===== src/rtl/opvd_pkg.sv =====
`timescale 1ns / 1ps

package opvd_pkg;

   localparam int unsigned ByteWidth  = 8;
   localparam int unsigned ValueWidth = 64;
   localparam int unsigned LenWidth   = 4;

   // lead byte classes
   localparam logic [ByteWidth-1:0] PosLeadBase   = 8'd247;  // above: positive length code
   localparam logic [ByteWidth-1:0] NegLeadLimit  = 8'd8;    // below: negative length code
   localparam logic [ByteWidth-1:0] DirectOffset  = 8'd48;

   // leading content byte limits
   localparam logic [ByteWidth-1:0] OnePosMaxBad  = 8'd199;
   localparam logic [ByteWidth-1:0] OneNegMinBad  = 8'd216;
   localparam logic [ByteWidth-1:0] ByteZero      = 8'h00;
   localparam logic [ByteWidth-1:0] ByteOnes      = 8'hFF;
   localparam logic [LenWidth-1:0]  LenOne        = 4'd1;
   localparam logic [LenWidth-1:0]  LenFull       = 4'd8;

   typedef enum logic [2:0] {
      ST_OK       = 3'd0,
      ST_BAD_LEAD = 3'd1,
      ST_NONCANON = 3'd2,
      ST_RANGE    = 3'd3,
      ST_TRUNC    = 3'd4
   } status_type;

endpackage


===== src/rtl/order_preserving_varint_decoder.sv =====
`timescale 1ns / 1ps

// Channel | Direction | Handshake           | Payload
// req     | in        | req_valid/req_stall | req_byte_value[7:0], req_stream_end
// rsp     | out       | rsp_valid/rsp_stall | rsp_value[63:0], rsp_status[2:0]
// csr     | in        | csr_wr_en           | csr_wr_data (signed_mode)
//
// One request per cycle while req_stall is low. A result appears in the output
// register in the cycle after the request that completes it; decode state and
// output register are updated in the same edge. req_stall is high only while a
// result is held and rsp_stall is high. Synchronous active-high reset clears
// decode state, empties the output register and sets signed mode.

module order_preserving_varint_decoder (
   input  logic        clock,
   input  logic        reset,
   input  logic        csr_wr_en,
   input  logic        csr_wr_data,
   input  logic        req_valid,
   output logic        req_stall,
   input  logic [7:0]  req_byte_value,
   input  logic        req_stream_end,
   output logic        rsp_valid,
   input  logic        rsp_stall,
   output logic [63:0] rsp_value,
   output logic [2:0]  rsp_status
);
   import opvd_pkg::*;

   logic                  signed_mode_ff;
   logic                  collecting_ff,  collecting_in;
   logic [LenWidth-1:0]   total_len_ff,   total_len_in;
   logic [LenWidth-1:0]   bytes_left_ff,  bytes_left_in;
   logic                  negative_ff,    negative_in;
   logic [ValueWidth-1:0] acc_ff,         acc_in;

   logic                  rsp_valid_ff;
   logic [ValueWidth-1:0] rsp_value_ff;
   status_type            rsp_status_ff;

   logic                  accept;
   logic                  emit;
   status_type            st;
   logic [ValueWidth-1:0] result;
   logic [ByteWidth:0]    direct_diff;
   logic [ValueWidth-1:0] acc_shift;
   logic [LenWidth-1:0]   left_dec;
   status_type            lead_st;

   assign req_stall  = rsp_valid_ff & rsp_stall;
   assign accept     = req_valid & ~req_stall;
   assign rsp_valid  = rsp_valid_ff;
   assign rsp_value  = rsp_value_ff;
   assign rsp_status = rsp_status_ff;

   assign direct_diff = {1'b0, req_byte_value} - {1'b0, DirectOffset};
   assign acc_shift   = {acc_ff[ValueWidth-ByteWidth-1:0], req_byte_value};
   assign left_dec    = bytes_left_ff - LenOne;

   // checks on the first content byte
   always_comb begin
      lead_st = ST_OK;
      if (negative_ff) begin
         priority if (total_len_ff == LenOne) begin
            if (req_byte_value >= OneNegMinBad) lead_st = ST_NONCANON;
         end else if (total_len_ff == LenFull && !req_byte_value[ByteWidth-1]) begin
            lead_st = ST_RANGE;
         end else if (req_byte_value == ByteOnes) begin
            lead_st = ST_NONCANON;
         end else begin
            lead_st = ST_OK;
         end
      end else begin
         priority if (total_len_ff == LenOne) begin
            if (req_byte_value <= OnePosMaxBad) lead_st = ST_NONCANON;
         end else if (signed_mode_ff && total_len_ff == LenFull &&
                      req_byte_value[ByteWidth-1]) begin
            lead_st = ST_RANGE;
         end else if (req_byte_value == ByteZero) begin
            lead_st = ST_NONCANON;
         end else begin
            lead_st = ST_OK;
         end
      end
   end

   always_comb begin
      collecting_in = collecting_ff;
      total_len_in  = total_len_ff;
      bytes_left_in = bytes_left_ff;
      negative_in   = negative_ff;
      acc_in        = acc_ff;
      emit          = 1'b0;
      st            = ST_OK;
      result        = '0;

      if (req_stream_end) begin
         if (collecting_ff) begin
            emit = 1'b1;
            st   = ST_TRUNC;
         end
      end else if (!collecting_ff) begin
         priority if (req_byte_value > PosLeadBase) begin
            collecting_in = 1'b1;
            total_len_in  = LenWidth'(req_byte_value - PosLeadBase);
            bytes_left_in = LenWidth'(req_byte_value - PosLeadBase);
            negative_in   = 1'b0;
            acc_in        = '0;
         end else if (signed_mode_ff) begin
            if (req_byte_value >= NegLeadLimit) begin
               emit   = 1'b1;
               result = {{(ValueWidth-ByteWidth-1){direct_diff[ByteWidth]}}, direct_diff};
            end else begin
               collecting_in = 1'b1;
               total_len_in  = LenWidth'(NegLeadLimit - req_byte_value);
               bytes_left_in = LenWidth'(NegLeadLimit - req_byte_value);
               negative_in   = 1'b1;
               acc_in        = '1;
            end
         end else if (req_byte_value < DirectOffset) begin
            emit = 1'b1;
            st   = ST_BAD_LEAD;
         end else begin
            emit   = 1'b1;
            result = {{(ValueWidth-ByteWidth){1'b0}}, direct_diff[ByteWidth-1:0]};
         end
      end else if (bytes_left_ff == total_len_ff && lead_st != ST_OK) begin
         emit = 1'b1;
         st   = lead_st;
      end else begin
         acc_in        = acc_shift;
         bytes_left_in = left_dec;
         if (left_dec == '0) begin
            emit   = 1'b1;
            result = acc_shift;
         end
      end

      // any result returns to waiting for a lead byte
      if (emit) begin
         collecting_in = 1'b0;
         total_len_in  = '0;
         bytes_left_in = '0;
         negative_in   = 1'b0;
         acc_in        = '0;
         if (st != ST_OK) result = '0;
      end
   end

   always_ff @(posedge clock) begin
      if (reset) begin
         signed_mode_ff <= 1'b1;
      end else if (csr_wr_en) begin
         signed_mode_ff <= csr_wr_data;
      end
   end

   always_ff @(posedge clock) begin
      if (reset) begin
         collecting_ff <= 1'b0;
         total_len_ff  <= '0;
         bytes_left_ff <= '0;
         negative_ff   <= 1'b0;
         acc_ff        <= '0;
      end else if (accept) begin
         collecting_ff <= collecting_in;
         total_len_ff  <= total_len_in;
         bytes_left_ff <= bytes_left_in;
         negative_ff   <= negative_in;
         acc_ff        <= acc_in;
      end
   end

   always_ff @(posedge clock) begin
      if (reset) begin
         rsp_valid_ff <= 1'b0;
      end else if (accept && emit) begin
         rsp_valid_ff <= 1'b1;
      end else if (!rsp_stall) begin
         rsp_valid_ff <= 1'b0;
      end
   end

   always_ff @(posedge clock) begin
      if (accept && emit) begin
         rsp_value_ff  <= result;
         rsp_status_ff <= st;
      end
   end

endmodule

===== config.mk =====
export PLATFORM = sky130hd
export DESIGN_NAME = order_preserving_varint_decoder
export DESIGN_NICKNAME = d
export VERILOG_FILES = /design/src/rtl/opvd_pkg.sv /design/src/rtl/order_preserving_varint_decoder.sv
export SDC_FILE = /design/constraint.sdc
export NUM_CORES = 1
export LEC_CHECK = 0
export BUFFER_PORTS_ARGS = -buffer_cell sky130_fd_sc_hd__buf_2
export CORE_ASPECT_RATIO = 2
export CORE_MARGIN = 2
export CORE_UTILIZATION = 45
export DETAILED_ROUTE_END_ITERATION = 7
export PLACE_DENSITY_LB_ADDON = 0.1
export SLEW_MARGIN = 20
export SYNTH_ARGS = -nofsm -noshare
export SYNTH_HDL_FRONTEND = slang
export SYNTH_SLANG_ARGS = --single-unit

===== constraint.sdc =====
create_clock -name clock -period 11.8 [get_ports clock]
set_input_delay 0.59 -clock clock [delete_from_list [all_inputs] [get_ports clock]]
set_output_delay 0.59 -clock clock [all_outputs]
set_load 0.005 [all_outputs]

==> results of run 1 <==
power groups by stage:
stage / Combinational (mW) / Clock [mW] / Sequential, mW
CTS: 0.0951 / 0.553 / 0.530
global route: 0.106 / 0.577 / 0.532
global placement: 0.0933 / 0 / 0.540
detailed placement: 0.0945 / 0 / 0.540
floorplan: 0.0613 / 0 / 0.540
finish: 0.0954 / 0.549 / 0.530
Yosys cell counts (2+ instances only):
| cell type | count |
|---|---|
| a211oi_1 | 61 |
| nor4_1 | 4 |
| nand2_1 | 17 |
| mux2i_1 | 3 |
| clkbuf_1 | 33 |
| nand2b_1 | 5 |
| buf_6 | 8 |
| buf_4 | 2 |
| inv_1 | 71 |
| o21a_1 | 3 |
| nor3_1 | 10 |
| edfxtp_1 | 67 |
| buf_2 | 11 |
| a41oi_1 | 4 |
| dfxtp_1 | 68 |
| a21oi_1 | 68 |
| nor2_1 | 15 |
| o21ai_0 | 10 |
| xnor2_1 | 2 |
| nand4_1 | 2 |
| a21boi_0 | 3 |
| xor2_1 | 5 |
| a31oi_1 | 58 |
| nand3_1 | 9 |
| nor2b_1 | 2 |
| a21o_1 | 3 |
| ha_1 | 7 |
| and2_1 | 5 |
| o21ai_1 | 3 |
sequential cells by signal, summed over array words and instances (netlist names), 3 cells and up:
name / flops
rsp_value: 64
acc_ff: 56
total_len_ff: 4
rsp_status: 3
bytes_left_ff: 4
worst max-delay path: stages (launching register included):
cell and delay [ns]:
dfxtp_2 0.31, buf_4 0.60, clkinv_1 0.53, o21a_1 0.27, or2_2 0.35, a21boi_4 0.44, buf_16 0.24, buf_4 0.40
routing by layer:
metal  track usage (%)  vias up  wire, um
met5                 0        -         0
met4              13.3        0       811
met3              3.50       46       530
met2              40.6      138      8710
met1              24.3     2272      5700
li1                  -     2258         -
worst max-delay path by stage:
stage                            startpoint            end  slack, ns  depth (start not counted)
after floorplan           req_byte_value[4]  rsp_status[0]       4.51                          7
after global placement    req_byte_value[4]  rsp_value[30]       7.84                          8
after detailed placement  req_byte_value[5]  rsp_value[31]       7.66                          8
after CTS                     collecting_ff  rsp_value[31]       7.83                          6
after global routing          collecting_ff  rsp_value[31]       8.01                          7
final                         collecting_ff  rsp_value[31]       8.22                          7
logic make-up (layout without fill, tap and decap cells):
group,count (synthesis),in the layout,synth area share (%)
flip-flops,135,135,56.3
buffers and inverters,127,196,9.33
adder cells (fa/ha/maj),7,7,1.46
AND/OR/NAND/NOR,78,78,6.74
AO/OA/AOI/OAI,227,227,24.7
multiplexers,3,3,0.501
XOR/XNOR,7,7,1.02
stage by stage:
step | worst slack, ns | utilization [%] | power [mW] | hold WS (ns) | std cells
2_1_floorplan | 4.51 | - | 0.601 | 0.438 | 584
3_3_place_gp | 7.84 | 49.4 | 0.633 | 0.456 | 772
3_5_place_dp | 7.66 | 49.4 | 0.635 | 0.456 | 772
4_1_cts | 7.83 | 54.2 | 1.18 | 0.392 | 804
5_1_grt | 8.01 | 54.4 | 1.22 | 0.402 | 805
6_report | 8.22 | 54.4 | 1.17 | 0.391 | 805
layout make-up:
class	instances	area share (%)
clock buffers	21	6.66
repair buffers	92	7.12
multi-input cells	322	29.9
inverters	72	3.82
clock inverters	11	2.09
flip-flops and latches	135	47.8
well taps	152	2.69
==> results.yml, run 1 <==
pwr:
  swShare_pct: 23.3
  p_switching_mw: 0.274
  power_density_nw_per_um2: 166
  p_leak_nw: 2.83
  peakVddDrop_mv: 0.136
  p_comb_share_pct: 8.1
  clock_power_share_pct: 46.8
  pwr-share-seq_pct: 45.1
  p_int_mw: 0.901
worst_hold_path:
  min_path_type: "in -> reg"
  whs_endpoint: "signed_mode_ff"
  holdPathStages: 3
  worstHoldStart: "csr_wr_data"
logic_synthesis:
  ys_ff_latch: 135
  synth_ff_type: "dfxtp_1"
  synthTopCellsByArea: "edfxtp_1, dfxtp_1, a211oi_1"
  syn_area_per_cell_um2: 10.3
  synth-async-reset-ratio_pct: 0
  ys_warn_count: 0
  synth_cell_types: 54
  synth_top_area_cell: "edfxtp_1"
  synth_top_area_share_pct: 33.6
  syn_area_um2: 5990
  synthesis.nets: 606
  synth_edf_count: 67
  netlist_instances: 584
  seq_area_frac_synth_pct: 56.3
route:
  firstDrtPassIters: 5
  via_per_inst: 5.86
  num_vias: 4714
  avgRoutedWirePerCell_um: 19.6
  drtAntennaViolNets: 0
  drtIter0Drc: 365
  drc: 0
  routed_wl_mm: 15.8
place:
  numPortBuffers: 83
  hpwl_mm: 10.4
  gp_congestion: 0.918
  postPlaceCellArea_um2: 6420
floorplanning:
  std_cell_rows: 59
  start_util_pct: 46.1
  ios: 84
  die_w_um: 85.6
  dieArea_um2: 14300
  core-area_um2: 13000
  die_y_um: 167
sta:
  fin_worst_skew_ns: 0.0115
  final.setup.tns_ns: 0
  finalCritPeriodShare_pct: 30.3
  fmax_ghz: 0.279
  max_slew_margin_pct: 31.7
  period_needed_ns: 3.58
  worst_pin_slew_ns: 1.02
  hold_viol: 0
  final_max_slew_viol_count: 0
  rsz0062_at_grt: "no"
  setup_violations: 0
clocking:
  clk_path_buf_depth: 2
  hold_buffers: 0
  root_buffer: "clkbuf_16"
  clkSinkCount: 135
  htree_num_levels: 4
  clkLatencyLatePin_ns: 0.42
  cts_buffers: 17
  post_cts_buffers: 0
  clkTransAtPathRegs_ns: 0.06
  cts_resized: 0
  cts_tree: "built"
finish:
  drive_gt1_share_pct: 20.7
  multi_input_area_um2: 2110
  syn2layout_area_growth_pct: 17.9
  n_fill_cell: 1158
  finalInstanceArea_um2: 7070
  final_cell_mix: "buf_2, inv_1, a21oi_1, dfxtp_1, edfxtp_1"
  nets: 662
  layout_commonest_cell: "buf_2"
  seq_area_um2: 3370
  diodes: 0
worst_setup_path:
  worst_r2r_path_depth: 7
  path_class: "reg -> reg"
  rrSetupSlack_ns: 8.22
  end_kind: "flop"
  worst-endpoint-arrival_ns: 3.64
  required_ns: 11.86
  critPathMaxFanout: 74
  cp-start-kind: "flop"
  r2r_start: "collecting_ff"
  r2r_end: "rsp_value[31]"
global_routing:
  grt_pass1_vias: 4662
  grt_usage_pct: 22.6
  grt_max_degree: 75
  overflow: 0
  grt_pass1_wl_mm: 25.0
  antenna_found_initial: 0
run_status:
  status: "finished, final reports clean"
run:
  drv_cap: 0
Power figures use the tool's default switching activity.
==> run 2, diff against run 1 <==
Clock period 11.8 ns to 3.75 ns, I/O delays scaled along.
==> results.yml, run 2 (synthesis gave the netlist of run 1 again) <==
worst_hold_path:
  holdPathStages: 3
  min_path_type: "in -> reg"
  whs_endpoint: "acc_ff[0]"
  worstHoldStart: "req_byte_value[0]"
pwr:
  p_int_mw: 2.79
  p_leak_nw: 2.83
  p_switching_mw: 0.879
  peakVddDrop_mv: 0.341
  power_density_nw_per_um2: 518
  p_comb_share_pct: 8.2
  pwr-share-seq_pct: 45.5
  clock_power_share_pct: 46.2
  swShare_pct: 24.0
clocking:
  htree_num_levels: 4
  cts_tree: "built"
  post_cts_buffers: 0
  root_buffer: "clkbuf_16"
  clkLatencyLatePin_ns: 0.42
  clkTransAtPathRegs_ns: 0.06
  clk_path_buf_depth: 2
  cts_buffers: 17
  clkSinkCount: 135
route:
  drtIter0Drc: 289
  firstDrtPassIters: 4
  num_vias: 4766
  drc: 0
  drtAntennaViolNets: 0
  via_per_inst: 5.90
  avgRoutedWirePerCell_um: 19.6
  routed_wl_mm: 15.8
worst_setup_path:
  required_ns: 3.83
  r2r_end: "rsp_value[14]"
  crit_chain: "xor2_1 -> nor4_1 -> o211ai_1 -> a21boi_4 -> buf_12"
  critPathMaxFanout: 57
  worst_r2r_path_depth: 5
  path_class: "reg -> reg"
  cp-start-kind: "flop"
  crit_slowest_cell: "nor4_1"
  rrSetupSlack_ns: 0.91
  r2r_start: "bytes_left_ff[2]"
  critPathMaxStageDelay_ns: 0.66
  end_kind: "flop"
  worst-endpoint-arrival_ns: 2.91
floorplanning:
  std_cell_rows: 59
  start_util_pct: 46.1
  die_y_um: 167
  core-area_um2: 13000
  ios: 84
  die_w_um: 85.6
  dieArea_um2: 14300
global_routing:
  grt_pass1_vias: 4808
  grt_pass1_wl_mm: 24.8
  grt_usage_pct: 22.2
  grt_max_degree: 73
  antenna_found_initial: 0
  overflow: 0
run:
  drv_cap: 0
sta:
  final.setup.tns_ns: 0
  setup_violations: 0
  finalCritPeriodShare_pct: 75.6
  hold_viol: 0
  fin_worst_skew_ns: 0.0129
  fmax_ghz: 0.353
  period_needed_ns: 2.84
  rsz0062_at_grt: "no"
  final_max_slew_viol_count: 0
  worst_pin_slew_ns: 0.904
  max_slew_margin_pct: 39.3
finish:
  layout_commonest_cell: "buf_2"
  largest_reg_flops: 64
  syn2layout_area_growth_pct: 18.0
  drive_gt1_share_pct: 20.6
  finalInstanceArea_um2: 7070
  fin_util_pct: 54.4
  nets: 665
  diodes: 0
  final_cell_mix: "buf_2, inv_1, a21oi_1, dfxtp_1, edfxtp_1"
  n_fill_cell: 1178
run_status:
  status: "finished, final reports clean"
place:
  numPortBuffers: 83
  postPlaceCellArea_um2: 6450
  gp_congestion: 0.893
  hpwl_mm: 10.3
-- run 2: cell types whose count changed in the layout (fill, tap and decap cells not counted) --
cell	previous run	this run
buf_12	0	1
buf_16	1	0
buf_4	8	9
clkbuf_8	3	0
clkinv_1	1	2
clkinv_2	3	1
clkinvlp_4	1	3
dlygate4sd3_1	0	2
inv_6	1	3
-- run 2: routing by layer --
metal	track usage, %	part of all wire [%]	vias to the layer above
li1	-	-	2260
met5	0	0	-
met2	39.7	55	130
met3	4.63	3.5	36
met4	11.4	4.0	0
met1	24.0	37	2340
-- run 2: final cells by class --
| type | count | area, um^2 | share of cell area, % |
|---|---|---|---|
| well taps | 152 | 190 | 2.69 |
| repair buffers | 95 | 523 | 7.40 |
| inverters | 72 | 270 | 3.82 |
| clock inverters | 14 | 174 | 2.46 |
| multi-input cells | 322 | 2110 | 29.8 |
| clock buffers | 18 | 429 | 6.07 |
| flip-flops and latches | 135 | 3370 | 47.7 |
-- run 2: critical path: cells and delay by family, from the launching register on --
kind | cells | cell delay (ns)
AOI/OAI and AO/OA | 2 | 0.83
xor gates and xnor gates | 1 | 0.11
buffers and inverters | 1 | 0.33
DFF | 1 | 0.49
and+or+nand+nor | 1 | 0.66
-- run 2: what timing repair did --
action                                 4_1_cts  5_1_grt
endpoints found under the hold margin        1        0
resized for setup                            0        0
hold buffers                                 2        0
-- run 2: worst max-delay path by stage --
| stage | from | endpoint | slack, ns | cells after the start |
|---|---|---|---|---|
| 2_1_floorplan | bytes_left_ff[0] | rsp_status[0] | 0.55 | 7 |
| 3_3_place_gp | req_byte_value[4] | rsp_value[9] | 0.87 | 8 |
| 3_5_place_dp | req_byte_value[4] | rsp_value[8] | 0.75 | 8 |
| 4_1_cts | bytes_left_ff[0] | rsp_value[14] | 0.90 | 6 |
| 5_1_grt | bytes_left_ff[0] | rsp_value[14] | 0.79 | 7 |
| 6_report | bytes_left_ff[2] | rsp_value[14] | 0.91 | 5 |
-- run 2: metrics by stage --
step	setup slack (ns)	power (mW)	instances	hold WS [ns]
after global placement	0.870	1.99	774	0.408
after CTS	0.898	3.69	808	0.156
after global routing	0.787	3.79	808	0.158
after floorplan	0.554	1.89	584	0.315
after detailed placement	0.752	2.00	774	0.416
final	0.913	3.66	808	0.165
-- run 2: power groups by stage --
stage / sequential, mW / combinational (mW) / clock, mW
after floorplan: 1.69 / 0.194 / 0
after global placement: 1.70 / 0.292 / 0
after detailed placement: 1.70 / 0.296 / 0
after CTS: 1.67 / 0.301 / 1.72
after global routing: 1.67 / 0.332 / 1.78
final: 1.67 / 0.302 / 1.69
==> run 3, diff against run 2 <==
Clock period 3.75 ns to 2.7 ns, I/O delays scaled along.
==> results.yml, run 3 (synthesis gave the netlist of run 1 again) <==
run_status:
  status: "finished, final reports clean"
route:
  drtIter0Drc: 352
  drc: 0
  num_vias: 4781
  routed_wl_mm: 15.9
  via_per_inst: 5.85
  drtAntennaViolNets: 0
  firstDrtPassIters: 5
  avgRoutedWirePerCell_um: 19.4
sta:
  finalCritPeriodShare_pct: 92.3
  worst_pin_slew_ns: 0.732
  setup_violations: 0
  fin_worst_skew_ns: 0.0113
  hold_viol: 0
  timing.final.ws_setup_ns: 0.209
  max_slew_margin_pct: 51.2
  fmax_ghz: 0.401
  rsz0062_at_grt: "no"
  final_max_slew_viol_count: 0
  period_needed_ns: 2.49
finish:
  nets: 674
  fin_util_pct: 56.0
  fin_cells: 817
  diodes: 0
  final_cell_mix: "buf_2, inv_1, a21oi_1, edfxtp_1, dfxtp_1"
  drive_gt1_share_pct: 23.2
  n_fill_cell: 1144
  layout_commonest_cell: "buf_2"
  largest_reg_flops: 64
  syn2layout_area_growth_pct: 21.5
  finalInstanceArea_um2: 7280
worst_hold_path:
  min_path_type: "in -> reg"
  holdPathStages: 3
pwr:
  p_leak_nw: 2.91
  clock_power_share_pct: 47.6
  pwr-share-seq_pct: 44.0
  power_density_nw_per_um2: 724
  p_switching_mw: 1.25
  swShare_pct: 23.8
  peakVddDrop_mv: 0.552
  p_int_mw: 4.02
  p_comb_share_pct: 8.4
clocking:
  cts_buffers: 17
  clk_path_buf_depth: 2
  post_cts_buffers: 0
  clkLatencyLatePin_ns: 0.41
  root_buffer: "clkbuf_16"
  cts_tree: "built"
  clkTransAtPathRegs_ns: 0.06
  clkSinkCount: 135
  htree_num_levels: 4
run:
  drv_cap: 0
place:
  place_inst: 783
  postPlaceCellArea_um2: 6620
  gp_congestion: 0.883
  numPortBuffers: 83
  post-place-ws_ns: 0.128
  hpwl_mm: 10.9
worst_setup_path:
  path_class: "reg -> reg"
  crit_slowest_cell: "dfxtp_1"
  critPathMaxStageDelay_ns: 0.43
  cp-start-kind: "flop"
  worstSetupPathDepth: 7
  worst_r2r_path_depth: 7
  cp_num_buf_inv: 1
  end_kind: "flop"
  required_ns: 3.01
  worst-endpoint-arrival_ns: 2.80
  critPathMaxFanout: 25
  crit_chain: "nor4b_2 -> a41oi_1 -> o31a_1 -> o21ai_4 -> buf_4 -> a31oi_1 -> a211oi_1"
  path_delay_family: "compound AO/OA/AOI/OAI gates"
floorplanning:
  ios: 84
  die_y_um: 167
  std_cell_rows: 59
  start_util_pct: 46.1
  die_w_um: 85.6
  dieArea_um2: 14300
  core-area_um2: 13000
global_routing:
  grt_pass1_vias: 4824
  grt_usage_pct: 22.9
  overflow: 0
  antenna_found_initial: 0
  grt_max_degree: 66
  grt_pass1_wl_mm: 25.3
-- run 3: cell count changes in the layout (fill, tap and decap cells not counted), moves of 2 or more --
| cell | before | now |
|---|---|---|
| dfxtp_2 | 1 | 3 |
| dfxtp_1 | 67 | 65 |
| buf_12 | 1 | 3 |
| ha_4 | 0 | 2 |
| clkinv_4 | 3 | 1 |
| buf_4 | 9 | 15 |
| ha_1 | 7 | 5 |
-- run 3: what timing repair did --
action	in CTS	in global routing
hold buffers	2	0
resized for setup	0	2
hold endpoints to repair	1	0
endpoints found under the setup margin	0	23
-- run 3: stage by stage --
step | hold WS, ns | setup TNS [ns] | power [mW]
after floorplan | 0.263 | -9.80 | 2.63
after global placement | 0.352 | 0 | 2.79
after detailed placement | 0.357 | 0 | 2.80
after CTS | 0.00763 | 0 | 5.30
after global routing | 0.0369 | 0 | 5.44
final | 0.0144 | 0 | 5.27
-- run 3: area by class of cell --
class / count / area, um^2 / area share (%)
inverter: 72 / 273 / 3.75
clock inverter: 12 / 190 / 2.61
timing repair buffer: 104 / 619 / 8.51
clock buffer: 20 / 447 / 6.13
tap: 152 / 190 / 2.61
multi-input combinational: 322 / 2190 / 30.0
sequential: 135 / 3380 / 46.4
-- run 3: worst min-delay path: cells and delay by family --
kind | cells | cell delay, ns
and+or+nand+nor | 1 | 0.07
buffers and inverters | 2 | 0.19
-- run 3: metal layers --
layer  GRT usage [%]  up-vias  share of wire [%]
met2            42.5      153                 56
li1                -     2281                  -
met4            10.9        0                3.9
met5               0        -                  0
met3            3.89       36                2.9
met1            24.5     2311                 37
-- run 3: worst paths after layout --
check / startpoint / end / slack (ns)
min: reset / signed_mode_ff / 0.01
max: total_len_ff[0] / acc_ff[20] / 0.21
max reg2reg: total_len_ff[0] / acc_ff[20] / 0.21
min reg2reg: acc_ff[55] / acc_ff[55] / 0.47
-- run 3: power groups by stage --
stage	clock network, mW	logic [mW]	registers, mW
floorplan	0	0.285	2.35
global placement	0	0.431	2.36
detailed placement	0	0.438	2.37
CTS	2.54	0.443	2.32
global route	2.62	0.488	2.33
finish	2.51	0.442	2.32
